## config.mk

```make
export PLATFORM = sky130hd
export DESIGN_NAME = websocket_rx_deframer_top
export DESIGN_NICKNAME = d
export VERILOG_FILES = /design/src/wsrx_pkg.sv /design/src/websocket_rx_deframer_top.sv /design/src/wsrx_front.sv /design/src/wsrx_queue.sv /design/src/wsrx_back.sv
export SDC_FILE = /design/constraint.sdc
export NUM_CORES = 1
export LEC_CHECK = 0
export BUFFER_PORTS_ARGS = -buffer_cell sky130_fd_sc_hd__buf_2
export CORE_MARGIN = 2
export CORE_UTILIZATION = 60
export CTS_CLUSTER_DIAMETER = 150
export CTS_CLUSTER_SIZE = 28
export DETAILED_ROUTE_END_ITERATION = 8
export PLACE_DENSITY = 0.78
export SKIP_CTS_REPAIR_TIMING = 1
export SYNTH_ARGS = -nofsm -noshare
export SYNTH_HDL_FRONTEND = slang
export SYNTH_HIERARCHICAL = 1
export SYNTH_SLANG_ARGS = --single-unit
```

## constraint.sdc

```tcl
create_clock -name clk -period 12.7 [get_ports clk]
set_input_delay 0.635 -clock clk [delete_from_list [all_inputs] [get_ports clk]]
set_output_delay 0.635 -clock clk [all_outputs]
set_load 0.05 [all_outputs]
```

## src/wsrx_pkg.sv

```systemverilog
package wsrx_pkg;

    typedef enum logic [2:0] {
        PH_HDR0,
        PH_HDR1,
        PH_EXTLEN,
        PH_MASK,
        PH_PAYLOAD
    } phase_t;

    localparam logic [3:0] ST_OK        = 4'd0;
    localparam logic [3:0] ST_RSV       = 4'd1;
    localparam logic [3:0] ST_RSV1      = 4'd2;
    localparam logic [3:0] ST_OPCODE    = 4'd3;
    localparam logic [3:0] ST_MASK      = 4'd4;
    localparam logic [3:0] ST_STRAY     = 4'd5;
    localparam logic [3:0] ST_INTERLEAV = 4'd6;
    localparam logic [3:0] ST_UTF8      = 4'd7;
    localparam logic [3:0] ST_CLOSE     = 4'd8;

    localparam logic [3:0] OP_CONT  = 4'd0;
    localparam logic [3:0] OP_TEXT  = 4'd1;
    localparam logic [3:0] OP_BIN   = 4'd2;
    localparam logic [3:0] OP_CLOSE = 4'd8;
    localparam logic [3:0] OP_PING  = 4'd9;
    localparam logic [3:0] OP_PONG  = 4'd10;

    localparam logic [15:0] CODE_NORMAL   = 16'd1000;
    localparam logic [15:0] CODE_PROTOCOL = 16'd1002;
    localparam logic [15:0] CODE_BAD_DATA = 16'd1007;

    localparam int REG_ROLE    = 0;
    localparam int REG_DEFLATE = 1;

    // one result item
    typedef struct packed {
        logic [7:0]  payload_byte;
        logic        byte_valid;
        logic [3:0]  frame_opcode;
        logic        message_type;
        logic        compressed;
        logic        frame_end;
        logic        message_end;
        logic [3:0]  status;
        logic [15:0] close_code;
    } result_t;

    // classified byte passed from front to back
    typedef struct packed {
        logic        hdr_err;     // header failed its checks
        logic [3:0]  err_status;
        logic        payload;     // byte is a payload byte
        logic        empty_end;   // last header byte of an empty frame
        logic        last;        // last payload byte
        logic [7:0]  pb;          // unmasked byte
        logic [7:0]  flags;
        logic        new_msg;     // first data frame header, reset utf8
    } cls_t;

    function automatic logic close_code_ok(input logic [15:0] c);
        logic ok;
        begin
            if (c < 16'd1000) ok = 1'b0;
            else if (c <= 16'd1003) ok = 1'b1;
            else if (c <= 16'd1006) ok = 1'b0;
            else if (c <= 16'd1011) ok = 1'b1;
            else if (c <= 16'd2999) ok = 1'b0;
            else ok = (c <= 16'd4999);
            return ok;
        end
    endfunction

endpackage

```

## src/websocket_rx_deframer_top.sv

```systemverilog
// a result passes the queue and then the result register after its byte is
// accepted, and waits longer while earlier requests sit in the queue
// throughput: one byte per cycle while the queue has room, set by the header
// parser and a four-entry queue, three used, decoupling it from the result register
// reset: asynchronous active low; parser returns to the first header byte,
// configuration clears, and the block reopens after a close or an error
module websocket_rx_deframer_top
    import wsrx_pkg::*;
#(
    parameter int QDEPTH = 4
)
(
    input  logic        clk,
    input  logic        rst_n,
    input  logic        cfg_we,
    input  logic        cfg_index,
    input  logic        cfg_wdata,
    input  logic        in_valid,
    output logic        in_stall,
    input  logic [7:0]  rx_byte,
    output logic        out_valid,
    input  logic        out_stall,
    output logic [7:0]  payload_byte,
    output logic        byte_valid,
    output logic [3:0]  frame_opcode,
    output logic        message_type,
    output logic        compressed,
    output logic        frame_end,
    output logic        message_end,
    output logic [3:0]  status,
    output logic [15:0] close_code
);

    logic    role_reg, deflate_reg;
    logic    push, pop, not_empty, room;
    cls_t    wdata, rdata;
    result_t res;

    // configuration registers
    always_ff @(posedge clk or negedge rst_n)
    begin
        if (!rst_n)
        begin
            role_reg <= 1'b0;
            deflate_reg <= 1'b0;
        end
        else if (cfg_we)
        begin
            if (cfg_index == 1'(REG_ROLE)) role_reg <= cfg_wdata;
            if (cfg_index == 1'(REG_DEFLATE)) deflate_reg <= cfg_wdata;
        end
    end

    assign in_stall = !room;

    wsrx_front u_front (
        .clk(clk), .rst_n(rst_n),
        .role_is_client(role_reg), .deflate_enabled(deflate_reg),
        .in_fire(in_valid), .rx_byte(rx_byte), .halt(!room),
        .push(push), .push_data(wdata)
    );

    wsrx_queue #(.DEPTH(QDEPTH)) u_queue (
        .clk(clk), .rst_n(rst_n), .push(push), .wdata(wdata),
        .pop(pop), .not_empty(not_empty), .room(room), .rdata(rdata)
    );

    wsrx_back u_back (
        .clk(clk), .rst_n(rst_n), .not_empty(not_empty), .rdata(rdata),
        .pop(pop), .out_valid(out_valid), .out_stall(out_stall), .out_data(res)
    );

    assign payload_byte = res.payload_byte;
    assign byte_valid = res.byte_valid;
    assign frame_opcode = res.frame_opcode;
    assign message_type = res.message_type;
    assign compressed = res.compressed;
    assign frame_end = res.frame_end;
    assign message_end = res.message_end;
    assign status = res.status;
    assign close_code = res.close_code;

`ifndef ASSERT_OFF
    // close results always carry the frame end mark
    a_close_end: assert property (@(posedge clk) disable iff (!rst_n)
        out_valid && status == ST_CLOSE |-> frame_end)
        else $error("close without frame end");
    // error results never deliver a byte
    a_err_nobyte: assert property (@(posedge clk) disable iff (!rst_n)
        out_valid && status != ST_OK && status != ST_CLOSE |-> !byte_valid && !frame_end)
        else $error("error result carries data");
    // message end only at a frame end
    a_msg_end: assert property (@(posedge clk) disable iff (!rst_n)
        out_valid && message_end |-> frame_end)
        else $error("message end without frame end");
`endif

endmodule

```

## src/wsrx_front.sv

```systemverilog
module wsrx_front
    import wsrx_pkg::*;
(
    input  logic       clk,
    input  logic       rst_n,
    input  logic       role_is_client,
    input  logic       deflate_enabled,
    input  logic       in_fire,
    input  logic [7:0] rx_byte,
    input  logic       halt,
    output logic       push,
    output cls_t       push_data
);

    phase_t      phase_reg, phase_next;
    logic [2:0]  hcnt_reg, hcnt_next;
    logic [7:0]  flags_reg, flags_next;
    logic [63:0] rlen_reg, rlen_next;
    logic [31:0] key_reg, key_next;
    logic [1:0]  midx_reg, midx_next;
    logic        mpres_reg, mpres_next;
    logic        frag_reg, frag_next;
    logic        stop_reg, stop_next;

    logic [3:0]  op;
    logic        rsv1;
    logic        first_data;
    logic [3:0]  st;
    logic [7:0]  k;
    logic [63:0] len_hdr;
    logic        hdr_done;

    // header checks on the completed header
    always_comb
    begin
        op = flags_reg[3:0];
        rsv1 = flags_reg[6];
        first_data = (op == OP_TEXT) || (op == OP_BIN);
        if (rsv1 && !deflate_enabled) st = ST_RSV;
        else if (rsv1 && !first_data) st = ST_RSV1;
        else if (flags_reg[5:4] != 2'b00) st = ST_RSV;
        else if (!(op <= OP_BIN || (op >= OP_CLOSE && op <= OP_PONG))) st = ST_OPCODE;
        else if (mpres_next == role_is_client) st = ST_MASK;
        else if (op == OP_CONT && !frag_reg) st = ST_STRAY;
        else if (first_data && frag_reg) st = ST_INTERLEAV;
        else st = ST_OK;
    end

    // parse state machine
    always_comb
    begin
        phase_next = phase_reg;
        hcnt_next = hcnt_reg;
        flags_next = flags_reg;
        rlen_next = rlen_reg;
        key_next = key_reg;
        midx_next = midx_reg;
        mpres_next = mpres_reg;
        frag_next = frag_reg;
        stop_next = stop_reg;
        hdr_done = 1'b0;
        len_hdr = rlen_reg;
        push = 1'b0;
        push_data = '0;
        push_data.flags = flags_reg;
        k = mpres_reg ? key_reg[{~midx_reg, 3'b000} +: 8] : 8'h00;
        if (in_fire && !stop_reg && !halt)
        begin
            case (phase_reg)
                PH_HDR0:
                begin
                    flags_next = rx_byte;
                    phase_next = PH_HDR1;
                end
                PH_HDR1:
                begin
                    mpres_next = rx_byte[7];
                    key_next = '0;
                    rlen_next = '0;
                    if (rx_byte[6:0] == 7'd126)
                    begin
                        hcnt_next = 3'd1;
                        phase_next = PH_EXTLEN;
                    end
                    else if (rx_byte[6:0] == 7'd127)
                    begin
                        hcnt_next = 3'd7;
                        phase_next = PH_EXTLEN;
                    end
                    else
                    begin
                        rlen_next = {57'd0, rx_byte[6:0]};
                        len_hdr = rlen_next;
                        if (rx_byte[7])
                        begin
                            hcnt_next = 3'd3;
                            phase_next = PH_MASK;
                        end
                        else
                            hdr_done = 1'b1;
                    end
                end
                PH_EXTLEN:
                begin
                    rlen_next = {rlen_reg[55:0], rx_byte};
                    len_hdr = rlen_next;
                    if (hcnt_reg != 3'd0)
                        hcnt_next = hcnt_reg - 3'd1;
                    else if (mpres_reg)
                    begin
                        hcnt_next = 3'd3;
                        phase_next = PH_MASK;
                    end
                    else
                        hdr_done = 1'b1;
                end
                PH_MASK:
                begin
                    key_next = {key_reg[23:0], rx_byte};
                    if (hcnt_reg != 3'd0)
                        hcnt_next = hcnt_reg - 3'd1;
                    else
                        hdr_done = 1'b1;
                end
                PH_PAYLOAD:
                begin
                    push = 1'b1;
                    push_data.payload = 1'b1;
                    push_data.pb = rx_byte ^ k;
                    midx_next = midx_reg + 2'd1;
                    rlen_next = rlen_reg - 64'd1;
                    push_data.last = (rlen_reg == 64'd1);
                    if (rlen_reg == 64'd1)
                        phase_next = PH_HDR0;
                end
                default:
                    phase_next = PH_HDR0;
            endcase
            if (hdr_done)
            begin
                if (st != ST_OK)
                begin
                    push = 1'b1;
                    push_data.hdr_err = 1'b1;
                    push_data.err_status = st;
                    stop_next = 1'b1;
                end
                else
                begin
                    if (first_data)
                    begin
                        frag_next = !flags_reg[7];
                        push_data.new_msg = 1'b1;
                    end
                    else if (op == OP_CONT && flags_reg[7])
                        frag_next = 1'b0;
                    midx_next = 2'd0;
                    if (len_hdr == 64'd0)
                    begin
                        push = 1'b1;
                        push_data.empty_end = 1'b1;
                        phase_next = PH_HDR0;
                    end
                    else
                    begin
                        push = push_data.new_msg;
                        phase_next = PH_PAYLOAD;
                    end
                end
            end
        end
    end

    always_ff @(posedge clk or negedge rst_n)
    begin
        if (!rst_n)
        begin
            phase_reg <= PH_HDR0;
            hcnt_reg <= '0;
            flags_reg <= '0;
            rlen_reg <= '0;
            key_reg <= '0;
            midx_reg <= '0;
            mpres_reg <= 1'b0;
            frag_reg <= 1'b0;
            stop_reg <= 1'b0;
        end
        else
        begin
            phase_reg <= phase_next;
            hcnt_reg <= hcnt_next;
            flags_reg <= flags_next;
            rlen_reg <= rlen_next;
            key_reg <= key_next;
            midx_reg <= midx_next;
            mpres_reg <= mpres_next;
            frag_reg <= frag_next;
            stop_reg <= stop_next;
        end
    end

endmodule

```

## src/wsrx_queue.sv

```systemverilog
module wsrx_queue
    import wsrx_pkg::*;
#(
    parameter int DEPTH = 4
)
(
    input  logic clk,
    input  logic rst_n,
    input  logic push,
    input  cls_t wdata,
    input  logic pop,
    output logic not_empty,
    output logic room,
    output cls_t rdata
);

    localparam int AW = (DEPTH > 1) ? $clog2(DEPTH) : 1;

    cls_t          mem_reg [DEPTH];
    logic [AW-1:0] wp_reg, rp_reg;
    logic [AW:0]   cnt_reg;

    assign not_empty = (cnt_reg != '0);
    assign room = (cnt_reg < (AW + 1)'(DEPTH - 1));
    assign rdata = mem_reg[rp_reg];

    // storage
    always_ff @(posedge clk)
    begin
        if (push)
            mem_reg[wp_reg] <= wdata;
    end

    // pointers
    always_ff @(posedge clk or negedge rst_n)
    begin
        if (!rst_n)
        begin
            wp_reg <= '0;
            rp_reg <= '0;
            cnt_reg <= '0;
        end
        else
        begin
            if (push)
                wp_reg <= (wp_reg == AW'(DEPTH - 1)) ? '0 : wp_reg + 1'b1;
            if (pop)
                rp_reg <= (rp_reg == AW'(DEPTH - 1)) ? '0 : rp_reg + 1'b1;
            cnt_reg <= cnt_reg + (AW + 1)'(push) - (AW + 1)'(pop);
        end
    end

endmodule

```

## src/wsrx_back.sv

```systemverilog
module wsrx_back
    import wsrx_pkg::*;
(
    input  logic    clk,
    input  logic    rst_n,
    input  logic    not_empty,
    input  cls_t    rdata,
    output logic    pop,
    output logic    out_valid,
    input  logic    out_stall,
    output result_t out_data
);

    result_t     res_reg, res_next;
    logic        ov_reg, ov_next;
    logic        bin_reg, bin_next;
    logic        cmp_reg, cmp_next;
    logic [3:0]  utf_reg, utf_next;
    logic [15:0] ccode_reg, ccode_next;
    logic [1:0]  ccnt_reg, ccnt_next;
    logic        stop_reg, stop_next;

    logic [3:0]  op;
    logic        data_op;
    logic        utf_on;
    logic        utf_bad;
    logic        fin_end;
    logic        can_take;
    logic [7:0]  b;
    logic [7:0]  lo;
    logic [7:0]  hi;
    logic [15:0] cc;
    logic [1:0]  cn;
    logic [3:0]  un;

    assign out_valid = ov_reg;
    assign out_data = res_reg;
    assign can_take = !ov_reg || !out_stall;
    assign pop = not_empty && can_take;

    always_comb
    begin
        res_next = res_reg;
        ov_next = ov_reg && out_stall;
        bin_next = bin_reg;
        cmp_next = cmp_reg;
        utf_next = utf_reg;
        ccode_next = ccode_reg;
        ccnt_next = ccnt_reg;
        stop_next = stop_reg;
        op = rdata.flags[3:0];
        b = rdata.pb;
        utf_bad = 1'b0;
        un = utf_reg;
        lo = 8'h80;
        hi = 8'hBF;
        cc = ccode_reg;
        cn = ccnt_reg;
        fin_end = 1'b0;
        if (rdata.new_msg)
        begin
            data_op = 1'b1;
            utf_on = (op == OP_TEXT) && !rdata.flags[6];
        end
        else
        begin
            data_op = (op <= OP_BIN);
            utf_on = data_op && !bin_reg && !cmp_reg;
        end
        // streaming utf-8 check
        if (utf_reg == 4'd0)
        begin
            if (b < 8'h80) un = 4'd0;
            else if (b >= 8'hC2 && b <= 8'hDF) un = 4'd1;
            else if (b == 8'hE0) un = 4'd4;
            else if (b == 8'hED) un = 4'd5;
            else if (b >= 8'hE1 && b <= 8'hEF) un = 4'd2;
            else if (b == 8'hF0) un = 4'd6;
            else if (b >= 8'hF1 && b <= 8'hF3) un = 4'd3;
            else if (b == 8'hF4) un = 4'd7;
            else utf_bad = 1'b1;
        end
        else
        begin
            if (utf_reg == 4'd4) lo = 8'hA0;
            else if (utf_reg == 4'd5) hi = 8'h9F;
            else if (utf_reg == 4'd6) lo = 8'h90;
            else if (utf_reg == 4'd7) hi = 8'h8F;
            if (b < lo || b > hi) utf_bad = 1'b1;
            if (utf_reg == 4'd1) un = 4'd0;
            else if (utf_reg == 4'd2 || utf_reg == 4'd4 || utf_reg == 4'd5) un = 4'd1;
            else un = 4'd2;
        end
        if (pop && !stop_reg)
        begin
            res_next = '0;
            res_next.frame_opcode = op;
            if (rdata.hdr_err)
            begin
                ov_next = 1'b1;
                res_next.status = rdata.err_status;
                res_next.close_code = CODE_PROTOCOL;
                stop_next = 1'b1;
                // message tags reflect state before this header
                res_next.message_type = data_op ? bin_reg : 1'b0;
                res_next.compressed = data_op ? cmp_reg : 1'b0;
            end
            else
            begin
                if (rdata.new_msg)
                begin
                    bin_next = (op == OP_BIN);
                    cmp_next = rdata.flags[6];
                    utf_next = 4'd0;
                end
                if (rdata.new_msg || rdata.empty_end)
                begin
                    cc = 16'd0;
                    cn = 2'd0;
                end
                res_next.message_type = data_op ? bin_next : 1'b0;
                res_next.compressed = data_op ? cmp_next : 1'b0;
                if (rdata.payload)
                begin
                    if (op == OP_CLOSE && cn != 2'd2)
                    begin
                        cc = {cc[7:0], b};
                        cn = cn + 2'd1;
                    end
                    if (utf_on && utf_bad)
                    begin
                        ov_next = 1'b1;
                        res_next.status = ST_UTF8;
                        res_next.close_code = CODE_BAD_DATA;
                        stop_next = 1'b1;
                    end
                    else
                    begin
                        if (utf_on)
                            utf_next = un;
                        ov_next = 1'b1;
                        res_next.payload_byte = b;
                        res_next.byte_valid = 1'b1;
                    end
                end
                else if (rdata.empty_end)
                    ov_next = 1'b1;
                ccode_next = cc;
                ccnt_next = cn;
                // frame completion
                if (!stop_next && (rdata.last || rdata.empty_end))
                begin
                    res_next.frame_end = 1'b1;
                    fin_end = data_op && rdata.flags[7];
                    if (fin_end && utf_on && utf_next != 4'd0)
                    begin
                        res_next = '0;
                        res_next.frame_opcode = op;
                        res_next.message_type = bin_next;
                        res_next.compressed = cmp_next;
                        res_next.status = ST_UTF8;
                        res_next.close_code = CODE_BAD_DATA;
                        stop_next = 1'b1;
                    end
                    else if (op == OP_CLOSE)
                    begin
                        res_next.status = ST_CLOSE;
                        if (cn != 2'd2) res_next.close_code = CODE_NORMAL;
                        else if (close_code_ok(cc)) res_next.close_code = cc;
                        else res_next.close_code = CODE_PROTOCOL;
                        stop_next = 1'b1;
                    end
                    else
                        res_next.message_end = fin_end;
                end
            end
        end
    end

    always_ff @(posedge clk)
    begin
        res_reg <= res_next;
    end

    always_ff @(posedge clk or negedge rst_n)
    begin
        if (!rst_n)
        begin
            ov_reg <= 1'b0;
            bin_reg <= 1'b0;
            cmp_reg <= 1'b0;
            utf_reg <= '0;
            ccode_reg <= '0;
            ccnt_reg <= '0;
            stop_reg <= 1'b0;
        end
        else
        begin
            ov_reg <= ov_next;
            bin_reg <= bin_next;
            cmp_reg <= cmp_next;
            utf_reg <= utf_next;
            ccode_reg <= ccode_next;
            ccnt_reg <= ccnt_next;
            stop_reg <= stop_next;
        end
    end

endmodule

```

After elaboration in Yosys (flattened, before gate mapping)
Memory sizes are Yosys's and may differ from the RTL's.
Cells that the tools add are included.
Widths: inputs -> output; s select.
{ "classes": {"add_sub_neg": 8, "multipliers": 0, "div": 0, "n_lt_le_gt_ge": 20, "n_eq_ne": 30, "shifts": 1, "n_mux": 161, "n_bitwise": 6, "n_reduce_logical": 68} }
{ "ops": {"columns": ["op", "count"], "rows": [
  ["$mux 64", 4],
  ["$pmux 64 s3", 1],
  ["$mux 16", 9],
  ["$pmux 64 s2", 1],
  ["$mux 4", 23],
  ["$mux 1", 67],
  ["$eq 64x1->1 const B", 1],
  ["$logic_not 64->1", 1],
  ["$mux 8", 8],
  ["$pmux 32 s2", 1],
  ["$sub 64x1->64 const B", 1],
  ["$mux 20", 3],
  ["$le 16x10->1 const B", 3],
  ["$mux 3", 16],
  ["$mux 37", 1],
  ["$eq 8x8->1 const B", 4],
  ["$shiftx 32x6->8", 1],
  ["$mux 2", 14],
  ["$mux 9", 3],
  ["$ge 8x8->1 const B", 3],
  ["$le 8x8->1 const B", 3],
  ["$logic_and 1x1->1", 23],
  ["$mux 21", 1],
  ["$mux 19", 1],
  ["other kinds (50)", 101]
]} }
{ "word_totals": {"regBits": 187, "latchBits": 0, "mem_bits_rw": 100, "mem_bits_ro": 0, "in_bits": 15, "out_inout_bits": 39, "elab_cells": 325, "n_memories": 1} }
{ "mem_list": {"columns": ["memory", "words", "width", "rd", "rd_clocked_by_memory_dff", "wr", "line", "text"], "rows": [
  ["u_queue.mem_reg", 4, 25, 1, 0, 1, "wsrx_queue.sv:19", "cls_t mem_reg [DEPTH];"]
]} }

Logic depth before layout (Yosys ltp)
{ "logic_depth": {"word_depth": 29, "mapped_depth": 15, "mapped_depth_nobuf": 14} }

By module
The synthesis kept the hierarchy.
{ "by_module_without_submodules": {"columns": ["module", "instances", "cells_each", "area_each_um2"], "rows": [
  ["wsrx_front", 1, 837, 6969.2],
  ["wsrx_queue", 1, 168, 4072.7],
  ["wsrx_back", 1, 365, 3686.0],
  ["websocket_rx_deframer_top", 1, 7, 90.1]
]} }

Worst setup path after synthesis
OpenSTA, ideal clock, no wires.
{ "synth_path": {"path_kind": "flip-flop to flip-flop", "from": "register u_queue.rp_reg[0]", "to": "register u_back.res_reg, in the netlist u_back/out_data[0] (data pin)", "setup_time_ps": 188, "arrival_ps": 3952, "t_required_ps": 12512, "slack_ps": 8560, "stages_incl_launch_ff": 16, "path_buffers": 4, "cell_sequence": "dfrtp_1 buf_6 buf_12 mux4_2 clkbuf_1 nor2_1 nand2_1 ha_1 nor2b_1 nand2_4 or4_4 a31oi_4 nand3_2 or2_1 buf_6 o41ai_1"} }
{ "synth_rtl": {"columns": ["item", "line", "text"], "rows": [
  ["start, declared", "wsrx_queue.sv:20", "logic [AW-1:0] wp_reg, rp_reg;"],
  ["start signal, assigned", "wsrx_queue.sv:48", "rp_reg <= (rp_reg == AW'(DEPTH - 1)) ? '0 : rp_reg + 1'b1;"],
  ["end signal, assigned", "wsrx_back.sv:182", "res_reg <= res_next;"],
  ["end, declared", "wsrx_back.sv:14", "result_t res_reg, res_next;"]
]} }

==> impl_metrics.csv <==
group,metric,value,unit
pwr,clock_power_share,16.6,%
pwr,p_sw,1.16,mW
setup_path,r2r-start,"u_queue/rp_reg[0]",
sta,tightest_slew,1180,ps
setup_path,worstPathArrival,5590,ps
min_path,holdCritPathClass,"input port to asynchronous set/reset pin",
cts,cts_sinks,279,
grt,antenna_found_initial,0,
floorplan,fp.dieArea,0.0255,mm^2
pwr,ir_drop,0.186,mV
setup_path,cp_max_fo,26,
cells_and_area,syn_to_final_growth,4.99,%
run_status,status,"completed",
floorplan,ioPinCount,54,
cts,cts_root_buf,"clkbuf_16",
cts,cts_max_level,1,
place,place_area,0.0149,mm^2
sta,tns,0,ps
grt,grt_pass1_wl,54700,um
sta,hold_viol,0,
floorplan,fp-row-count,56,
sta,relSlewSlack,21.1,%
detailed_routing,ant_nets,0,
detailed_routing,finalWirelength,33300,um
cts,clk_latency,520,ps
detailed_routing,via_per_inst,6.42,
pwr,pwr_density_cell,184,mW/mm^2
setup_path,r2r_cells,12,
sta,rsz0062_at_grt,"no",
synth,ys_warn_count,6,
cells_and_area,layout.nets,1395,
cells_and_area,final_cell_mix,"nand2_1, o21ai_0, dfrtp_1",
pwr,cellLeakagePower,5.73,nW
setup_path,critPathRequiredTime,13000,ps
cells_and_area,drive_gt1_share,12.5,%
setup_path,endpoint_kind,"register",
floorplan,core_area,0.0236,mm^2
sta,drv_slew,0,
place,hpwl,22000,um
synth,syn_inst,1367,
floorplan,initial_core_util,61.5,%
grt,grt_max_degree,107,
cts,clk_pin_slew,100,ps
job,maxCapViolations,0,
synth,syn_area,0.0145,mm^2
floorplan,fp.dieW,160,um
sta,fin_crit_sh,41.7,%
setup_path,r2r_end,"u_back/out_data[2]",
detailed_routing,drt_pre_antenna_iters,5,
grt,grt_overflow,0,
sta,skew,40.3,ps
setup_path,critPathLaunchType,"register",
cts,clockBufferDepth,3,
sta,setup_violations,0,
setup_path,reg2reg_slack,7410,ps
pwr,comb_power_share,40.3,%
grt,grt_pass1_vias,10305,
synth,avgSynthCellArea,10.6,um^2
cts,numCtsBuffers,13,
pwr,p_sw_share,41.2,%
cells_and_area,layout_commonest_cell,"nand2_1",
detailed_routing,wl_per_cell,19.7,um
setup_path,crit_start,"u_queue/rp_reg[0]",
pwr,internal-power,1.65,mW
sta,max_clock_freq,189,MHz
floorplan,dieHeight,160,um
pwr,seqPwrFrac,43.1,%
detailed_routing,dr_total_vias,10833,
sta,fin_crit,5290,ps
cells_and_area,final_area,0.0153,mm^2
detailed_routing,post-route-drc-count,0,
grt,grt_util_all_layers,26.2,%
place,portBuffers,53,
cells_and_area,antenna_cells,0,
cells_and_area,largest_reg_flops,92,
detailed_routing,drt-initial-drc-count,987,
setup_path,slowest_delay,720,ps
setup_path,cp_cell_sequence,"buf_4 > mux4_2 > nor2_1 > nand2_1 > ha_1 > nor2b_1 > nand2_4 > or4_4 > a31oi_4 > nand3_2 > or2_1 > o41ai_1",
cts,cts_tree,"done",
setup_path,path_class,"register to register",
setup_path,cp_slowest_cell,"nor2_1",
place,routabilityCongestion,0.894,
## power groups by stage
stage | sequential, mW | combinational, mW | clock [mW]
6_report | 1.21 | 1.13 | 0.468
5_1_grt | 1.23 | 1.24 | 0.510
4_1_cts | 1.21 | 1.12 | 0.481
3_5_place_dp | 1.23 | 1.11 | 0
3_3_place_gp | 1.22 | 1.08 | 0
2_1_floorplan | 1.16 | 0.935 | 0
## metal layers
metal | wire, um | vias up | global-route usage (%)
met5 | 0 | - | 0
met4 | 805 | 0 | 7.48
met3 | 2370 | 59 | 3.64
met2 | 15400 | 424 | 41.5
met1 | 14700 | 5233 | 38.5
li1 | - | 5117 | -
## how the worst max path moves through the flow
stage                                     to  slack (ps)
final                     u_back/out_data[2]        7410
after global routing      u_back/out_data[2]        6900
after CTS                 u_back/out_data[2]        7440
after detailed placement  u_back/out_data[2]        7470
after global placement    u_back/out_data[0]        7640
after floorplan           u_back/out_data[0]        8570
## metrics by stage
step | worst slack [ps] | util (%) | instances | hold WS, ps | total power, mW
floorplan | 8570 | - | 1369 | 339 | 2.10
global placement | 7640 | 63.1 | 1667 | 457 | 2.30
detailed placement | 7470 | 63.1 | 1667 | 473 | 2.34
CTS | 7440 | 64.6 | 1688 | 166 | 2.81
global route | 6900 | 64.6 | 1688 | 209 | 2.99
finish | 7410 | 64.6 | 1688 | 150 | 2.81
## cell type report
cell class	count	area [um^2]
tap	319	399
clock buffer	20	352
sequential	279	7630
timing repair buffer	68	384
multi-input combinational	971	6370
clock inverter	1	8.76
fill	1857	8350
inverter	30	113
## critical path, delay by kind of cell, from the launching register on
| kind | cells | cell delay (ps) |
|---|---|---|
| simple gates | 7 | 2790 |
| mux | 1 | 710 |
| compound gates | 2 | 540 |
| buf+inv | 1 | 400 |
| flops | 1 | 340 |
| fa+ha+maj | 1 | 330 |
Power figures use the tool's default switching activity.
